`config.mk`:
```
export PLATFORM = sky130hd
export DESIGN_NAME = double_ended_queue_top
export DESIGN_NICKNAME = d
export VERILOG_FILES = /design/src/design/deq_pkg.sv /design/src/design/deq_mem.sv /design/src/design/deq_ctrl.sv /design/src/design/double_ended_queue_top.sv
export SDC_FILE = /design/constraint.sdc
export NUM_CORES = 2
export LEC_CHECK = 0
export ABC_AREA = 1
export BUFFER_PORTS_ARGS = -buffer_cell sky130_fd_sc_hd__buf_2
export CAP_MARGIN = 20
export CELL_PAD_IN_SITES_DETAIL_PLACEMENT = 1
export CELL_PAD_IN_SITES_GLOBAL_PLACEMENT = 1
export CORE_AREA = 2 2 422 424
export CTS_BUF_LIST = sky130_fd_sc_hd__clkbuf_8
export DETAILED_ROUTE_END_ITERATION = 8
export DIE_AREA = 0 0 424 426
export PLACE_DENSITY_LB_ADDON = 0.1
export SKIP_CTS_REPAIR_TIMING = 1
export SLEW_MARGIN = 20
export SYNTH_ARGS = -nofsm -noshare
export SYNTH_HDL_FRONTEND = slang
export SYNTH_SLANG_ARGS = --single-unit
export TNS_END_PERCENT = 20
```
`constraint.sdc`:
```
create_clock -name clk_i -period 5 [get_ports clk_i]
set_clock_uncertainty 0.05 [all_clocks]
set_input_delay 0.25 -clock clk_i [delete_from_list [all_inputs] [get_ports clk_i]]
set_output_delay 0.25 -clock clk_i [all_outputs]
set_load 0.005 [all_outputs]
```
`src/design/deq_pkg.sv`:
```
// shared types and constants for the double-ended queue
// no dependencies; imported by deq_ctrl, the top level and the testbench
package deq_pkg;

  localparam int unsigned DEPTH_DEF      = 64;
  localparam int unsigned DATA_WIDTH_DEF = 32;
  localparam int unsigned VALUE_W        = 32;
  localparam int unsigned OCC_W          = 7;

  typedef enum logic [1:0] {
    FUNC_PUSH_FRONT = 2'd0,
    FUNC_PUSH_BACK  = 2'd1,
    FUNC_POP_FRONT  = 2'd2,
    FUNC_POP_BACK   = 2'd3
  } deq_func_e;

  typedef enum logic [1:0] {
    STATUS_DONE  = 2'd0,
    STATUS_EMPTY = 2'd1,
    STATUS_FULL  = 2'd2
  } deq_status_e;

  typedef struct packed {
    deq_func_e                  func;
    logic signed [VALUE_W-1:0]  value;
  } deq_req_t;

  typedef struct packed {
    deq_status_e                status;
    logic signed [VALUE_W-1:0]  popped_value;
    logic [OCC_W-1:0]           occupancy;
  } deq_rsp_t;

  // registered result control handed from the pointer logic to the top level
  typedef struct packed {
    logic              valid;
    deq_status_e       status;
    logic              pop_ok;
    logic [OCC_W-1:0]  occupancy;
  } deq_rsp_ctl_t;

endpackage

```
`src/design/deq_mem.sv`:
```
// entry store: single-port synchronous ram with registered read data
// does not depend on deq_pkg
module deq_mem #(
  parameter int unsigned DEPTH      = 64,
  parameter int unsigned DATA_WIDTH = 32,
  localparam int unsigned ADDR_W    = $clog2(DEPTH)
) (
  input  logic                  clk_i,
  input  logic                  we_i,
  input  logic                  re_i,
  input  logic [ADDR_W-1:0]     addr_i,
  input  logic [DATA_WIDTH-1:0] wdata_i,
  output logic [DATA_WIDTH-1:0] rdata_o
);

  logic [DATA_WIDTH-1:0] mem [DEPTH];
  logic [DATA_WIDTH-1:0] rdata_q;

  always_ff @(posedge clk_i) begin
    if (we_i) begin
      mem[addr_i] <= wdata_i;
    end
    if (re_i) begin
      rdata_q <= mem[addr_i];
    end
  end

  assign rdata_o = rdata_q;

endmodule

```
`src/design/deq_ctrl.sv`:
```
// front/back pointers, entry count and memory request generation
// depends on deq_pkg for request and result-control types
module deq_ctrl #(
  parameter int unsigned DEPTH      = 64,
  parameter int unsigned DATA_WIDTH = 32,
  localparam int unsigned ADDR_W    = $clog2(DEPTH),
  localparam int unsigned CNT_W     = $clog2(DEPTH + 1)
) (
  input  logic                    clk_i,
  input  logic                    rst_ni,
  input  logic                    start_i,
  input  deq_pkg::deq_req_t       req_i,
  output logic                    mem_we_o,
  output logic                    mem_re_o,
  output logic [ADDR_W-1:0]       mem_addr_o,
  output logic [DATA_WIDTH-1:0]   mem_wdata_o,
  output deq_pkg::deq_rsp_ctl_t   rsp_ctl_o
);
  import deq_pkg::*;

  localparam logic [ADDR_W-1:0] LAST_IDX = ADDR_W'(DEPTH - 1);
  localparam logic [CNT_W-1:0]  FULL_CNT = CNT_W'(DEPTH);

  logic [ADDR_W-1:0] front_q, front_d;
  logic [ADDR_W-1:0] back_q, back_d;
  logic [CNT_W-1:0]  count_q, count_d;
  deq_rsp_ctl_t      rsp_q, rsp_d;

  logic [ADDR_W-1:0] front_next, front_prev, back_next, back_prev;
  logic              is_full, is_empty;
  logic [63:0]       value_ext;
  logic [15:0]       occ_ext;
  deq_status_e       status;
  logic              pop_ok;

  assign front_next = (front_q == LAST_IDX) ? '0 : front_q + 1'b1;
  assign front_prev = (front_q == '0) ? LAST_IDX : front_q - 1'b1;
  assign back_next  = (back_q == LAST_IDX) ? '0 : back_q + 1'b1;
  assign back_prev  = (back_q == '0) ? LAST_IDX : back_q - 1'b1;

  assign is_full  = (count_q == FULL_CNT);
  assign is_empty = (count_q == '0);

  // only the low DATA_WIDTH bits of a pushed value are kept
  assign value_ext   = 64'(unsigned'(req_i.value));
  assign mem_wdata_o = value_ext[DATA_WIDTH-1:0];

  always_comb begin
    front_d    = front_q;
    back_d     = back_q;
    count_d    = count_q;
    mem_we_o   = 1'b0;
    mem_re_o   = 1'b0;
    mem_addr_o = front_q;
    status     = STATUS_DONE;
    pop_ok     = 1'b0;
    if (start_i) begin
      unique case (req_i.func)
        FUNC_PUSH_FRONT: begin
          if (is_full) begin
            status = STATUS_FULL;
          end else begin
            front_d    = front_prev;
            mem_addr_o = front_prev;
            mem_we_o   = 1'b1;
            count_d    = count_q + 1'b1;
          end
        end
        FUNC_PUSH_BACK: begin
          if (is_full) begin
            status = STATUS_FULL;
          end else begin
            mem_addr_o = back_q;
            back_d     = back_next;
            mem_we_o   = 1'b1;
            count_d    = count_q + 1'b1;
          end
        end
        FUNC_POP_FRONT: begin
          if (is_empty) begin
            status = STATUS_EMPTY;
          end else begin
            mem_addr_o = front_q;
            front_d    = front_next;
            mem_re_o   = 1'b1;
            pop_ok     = 1'b1;
            count_d    = count_q - 1'b1;
          end
        end
        FUNC_POP_BACK: begin
          if (is_empty) begin
            status = STATUS_EMPTY;
          end else begin
            mem_addr_o = back_prev;
            back_d     = back_prev;
            mem_re_o   = 1'b1;
            pop_ok     = 1'b1;
            count_d    = count_q - 1'b1;
          end
        end
      endcase
    end
  end

  assign occ_ext = 16'(count_d);

  always_comb begin
    rsp_d.valid     = start_i;
    rsp_d.status    = status;
    rsp_d.pop_ok    = pop_ok;
    rsp_d.occupancy = occ_ext[OCC_W-1:0];
  end

  always_ff @(posedge clk_i or negedge rst_ni) begin
    if (!rst_ni) begin
      front_q <= '0;
      back_q  <= '0;
      count_q <= '0;
      rsp_q   <= '0;
    end else begin
      front_q <= front_d;
      back_q  <= back_d;
      count_q <= count_d;
      rsp_q   <= rsp_d;
    end
  end

  assign rsp_ctl_o = rsp_q;

`ifndef ASSERT_OFF
  a_count_bound: assert property (@(posedge clk_i) disable iff (!rst_ni)
    count_q <= FULL_CNT)
    else $error("entry count beyond capacity");

  a_empty_ptrs: assert property (@(posedge clk_i) disable iff (!rst_ni)
    (count_q == '0) |-> (front_q == back_q))
    else $error("empty deque with pointer gap");

  a_full_ptrs: assert property (@(posedge clk_i) disable iff (!rst_ni)
    is_full |-> (front_q == back_q))
    else $error("full deque with pointer gap");

  a_one_access: assert property (@(posedge clk_i) disable iff (!rst_ni)
    !(mem_we_o && mem_re_o))
    else $error("read and write issued together");

  a_pop_ok_read: assert property (@(posedge clk_i) disable iff (!rst_ni)
    rsp_q.pop_ok |-> $past(mem_re_o))
    else $error("pop result without a memory read");
`endif

endmodule

```
`src/design/double_ended_queue_top.sv`:
```
// top level of the fixed-capacity double-ended queue
// depends on deq_pkg, deq_ctrl and deq_mem
//
// Double-ended queue of DEPTH entries held in a single-port synchronous ram.
// An operation (push front, push back, pop front, pop back) transfers in when
// start_i is high while busy_o is low; busy_o is never raised, so one
// operation may transfer in every clock cycle. Each operation gives exactly
// one result, shown on rsp_o for the single cycle in which done_o is high,
// in the cycle after the operation transferred in; the receiver cannot stall
// it, so it must take the result in that cycle. The entry ram's read port
// registers it: a pop reads its entry at the transfer edge and the
// registered read data forms popped_value. Every operation touches at most
// one entry, and pointers and count update at the same edge, so a pop that
// follows a push to the same slot already sees the written value. A push on
// a full deque answers status full, a pop on an empty deque status empty;
// neither changes the contents, and popped_value is zero except for a
// successful pop. Pushed values keep their low DATA_WIDTH bits. The ram has
// no reset or clearing pass; reset clears pointers, count and the result.
module double_ended_queue_top #(
  parameter int unsigned DEPTH      = deq_pkg::DEPTH_DEF,
  parameter int unsigned DATA_WIDTH = deq_pkg::DATA_WIDTH_DEF
) (
  input  logic              clk_i,
  input  logic              rst_ni,
  input  logic              start_i,
  input  deq_pkg::deq_req_t req_i,
  output logic              busy_o,
  output logic              done_o,
  output deq_pkg::deq_rsp_t rsp_o
);
  import deq_pkg::*;

  localparam int unsigned ADDR_W = $clog2(DEPTH);

  // ram request from the pointer logic
  logic                  mem_we;
  logic                  mem_re;
  logic [ADDR_W-1:0]     mem_addr;
  logic [DATA_WIDTH-1:0] mem_wdata;
  logic [DATA_WIDTH-1:0] mem_rdata;
  deq_rsp_ctl_t          rsp_ctl;
  logic [63:0]           rdata_ext;

  // every operation completes in a fixed pipeline, no stall needed
  assign busy_o = 1'b0;

  deq_ctrl #(
    .DEPTH      (DEPTH),
    .DATA_WIDTH (DATA_WIDTH)
  ) u_ctrl (
    .clk_i       (clk_i),
    .rst_ni      (rst_ni),
    .start_i     (start_i),
    .req_i       (req_i),
    .mem_we_o    (mem_we),
    .mem_re_o    (mem_re),
    .mem_addr_o  (mem_addr),
    .mem_wdata_o (mem_wdata),
    .rsp_ctl_o   (rsp_ctl)
  );

  deq_mem #(
    .DEPTH      (DEPTH),
    .DATA_WIDTH (DATA_WIDTH)
  ) u_mem (
    .clk_i   (clk_i),
    .we_i    (mem_we),
    .re_i    (mem_re),
    .addr_i  (mem_addr),
    .wdata_i (mem_wdata),
    .rdata_o (mem_rdata)
  );

  // popped entry widened then cut to the 32-bit result field
  assign rdata_ext = 64'(mem_rdata);

  // result transfer: in the cycle after the operation
  assign done_o = rsp_ctl.valid;

  always_comb begin
    rsp_o.status       = rsp_ctl.status;
    rsp_o.popped_value = rsp_ctl.pop_ok ? signed'(rdata_ext[VALUE_W-1:0]) : '0;
    rsp_o.occupancy    = rsp_ctl.occupancy;
  end

endmodule

```
==> impl_metrics.yaml <==
finish:
  drive_above_1_share: 0.103
  fillCellCount: 18700
  multi_input_area_um2: 22700
  nNetsFinal: 8387
  fin_area_um2: 99300
  seq_area_um2: 63000
  syn2layout_area_growth_pct: 13.3
critical_path:
  setup.worst_path.start: "u_ctrl.count_q[5]"
  reg2reg_from: "u_ctrl.count_q[5]"
  start_kind: "flop"
  critPathKind: "reg2reg"
  cp_max_fo: 57
  cp.arrival_ps: 5620
  end_kind: "flop"
  required_ps: 5770
place:
  gp_congestion: 0.862
  hpwl_mm: 175
  place_area_um2: 92600
  port_buffers: 78
  post-place-ws_ps: -42.7
pwr:
  clockPowerShare: 0.298
  powerDensity_nw_per_um2: 476
  total_power_mw: 47.2
  seqPwrFrac: 0.429
  p_leak_nw: 39.9
  vdd_drop_max_v: 0.000346
  switchingPower_mw: 17.0
  intPower_mw: 30.2
  power_frac_comb: 0.274
  switching_share: 0.361
floorplanning:
  io_pins: 80
  start_util: 0.498
  die_h_um: 426
  core_um2: 176000
  die_x_um: 424
  rows: 154
  dieArea_um2: 181000
routing:
  drtIter0Drc: 6858
  ant_nets: 0
  drc: 0
  wl_per_cell_um: 27.5
  vias: 63800
  wl_mm: 301
  first_pass_iters: 5
  via_per_inst: 5.84
logic_synthesis:
  syn_nets: 8089
  synthTopCellsByArea: "edfxtp_1, nand2_1, nand3_1, buf_2, o21ai_0"
  syn_inst: 8040
  async_flop_share: 0.0109
  synth_most_common_cell: "nand2_1"
  yosysUniqueCellTypes: 36
  synth_common_cells: "nand2_1, edfxtp_1, nand3_1"
  avgSynthCellArea_um2: 10.9
  ys_seq_elements: 2103
  yosys_warnings: 0
  synth_edf_count: 2080
  synth_top_area_share: 0.713
  synthesis.area_um2: 87600
  synthFlopType: "edfxtp_1"
  synth_top_cell_by_area: "edfxtp_1"
  seq_area_frac_synth: 0.720
global_routing:
  track_usage: 0.332
  grt_max_degree: 141
  antenna_found_initial: 17
  grt_pass1_vias: 65900
  grt.busiest_layer: "met2"
  grt_pass1_wl_mm: 439
  use_met1: 0.456
  met3_usage: 0.0591
  gr-usage-met2: 0.534
  overflow: 0
clocking:
  cts_tree: "built"
  cts_buffers: 363
  clk_latency_ps: 1110
  cts.path.max_buffers: 4
  cts_num_sinks: 2103
  path_clk_slew_ps: 60
  root_buffer: "clkbuf_8"
  h-tree-depth: 5
sta:
  rsz0062_at_grt: "false"
  fin_crit_ps: 4840
  fmax_mhz: 206
  period_share: 0.969
  report.final.slew_viol_count: 0
  timing_worst_slew_pin_value_ps: 1160
  setup_ws_ps: 155
  hold_viol_final: 0
  slew_headroom: 0.224
  finalSetupViolCount: 0
run_status:
  status: "complete, no violations"
min_path:
  worstHoldStart: "req_i[16]"
  min_path_type: "in2reg"
run:
  cap_violations: 0
## final timing paths
path / end / slack (ps) / depth (start not counted)
min in group asynchronous: u_ctrl.rsp_ctl_o[7] / 170 / 4
hold reg to reg: u_ctrl.count_q[3] / 520 / 2
setup / recovery: u_mem.rdata_o[8] / 160 / 17
setup reg to reg: u_mem.rdata_o[8] / 160 / 17
hold / removal: u_mem.mem[25][16] / 30 / 2
max in group asynchronous: u_ctrl.back_q[3] / 4550 / 4
## metal layers
metal,vias to the layer above,wire length (um),part of all wire
met3,519,25900,0.086
met1,32600,123000,0.41
met2,2772,141000,0.47
met5,-,0,0
li1,27900,-,-
met4,0,10400,0.035
## placed cells by master, fill, tap and decap left out, types with 6 or more instances in the layout
cell type and count:
nand2_1 3926, edfxtp_1 2080, nand3_1 922, clkbuf_8 373, buf_4 218, o21ai_0 198
inv_1 190, nor2_1 92, clkinv_1 92, buf_12 84, buf_2 74, nor2_4 71
nand4_1 64, dlygate4sd3_1 38, o21ai_1 30, dfrtp_1 23, clkinv_2 22, a21oi_1 18
xor2_1 11, ha_1 11, inv_2 10, clkinvlp_4 6
## logic make-up (layout without fill, tap and decap cells)
logic type	after synthesis	count (layout)	synth area share
AND/OR/NAND/NOR	5095	5095	0.234
flip-flops	2103	2103	0.720
buffers and inverters	554	1112	0.0276
AO/OA/AOI/OAI	261	261	0.0153
XOR/XNOR	14	14	0.00140
adder cells (fa/ha/maj)	12	12	0.00180
other	1	3	0.0000428
## final cells by class
class                      instances  area share
antenna                            2   0.0000504
clock buffer                     373      0.0517
clock inverter                   252      0.0109
inverter                          73     0.00281
multi-input combinational       5383       0.229
sequential                      2103       0.635
tap                             2340      0.0295
timing repair buffer             414      0.0410
## sequential cells by signal, indices dropped and copies added (netlist names)
| signal | count |
|---|---|
| u_ctrl.rsp_ctl_o | 4 |
| u_ctrl.front_q | 6 |
| u_ctrl.count_q | 7 |
| u_mem.mem | 2048 |
| u_ctrl.back_q | 6 |
| u_mem.rdata_o | 32 |
## critical path, cell delays in order, from the launching register on
cell and delay, ps:
dfrtp_1 430, nor2_1 120, nand2_1 100, nor2_4 250, o21ai_1 130, a21oi_1 350, nand2_8 250, nand2_8 400
inv_6 370, buf_12 350, nand2_1 90, nand2_1 50, nand2_1 60, nand2_1 50, o21ai_0 470, nand2_1 190
nor2_1 630, nand2_1 90
## metrics by stage
stage	hold slack (ps)	TNS (ps)	utilization	instances
5_1_grt	32.0	0	0.565	10900
2_1_floorplan	-95.6	0	-	8040
4_1_cts	-902	-35.5	0.563	10900
6_report	31.7	0	0.565	10900
3_3_place_gp	231	0	0.527	10300
3_5_place_dp	250	-42.7	0.527	10300
## power groups by stage
stage	clock (mW)	sequential (mW)	combinational, mW
finish	14.1	20.2	12.9
global route	15.0	20.2	13.9
CTS	14.2	20.2	12.8
detailed placement	0	20.6	12.7
global placement	0	20.6	12.4
floorplan	0	20.4	6.94
Power figures use the tool's default switching activity.
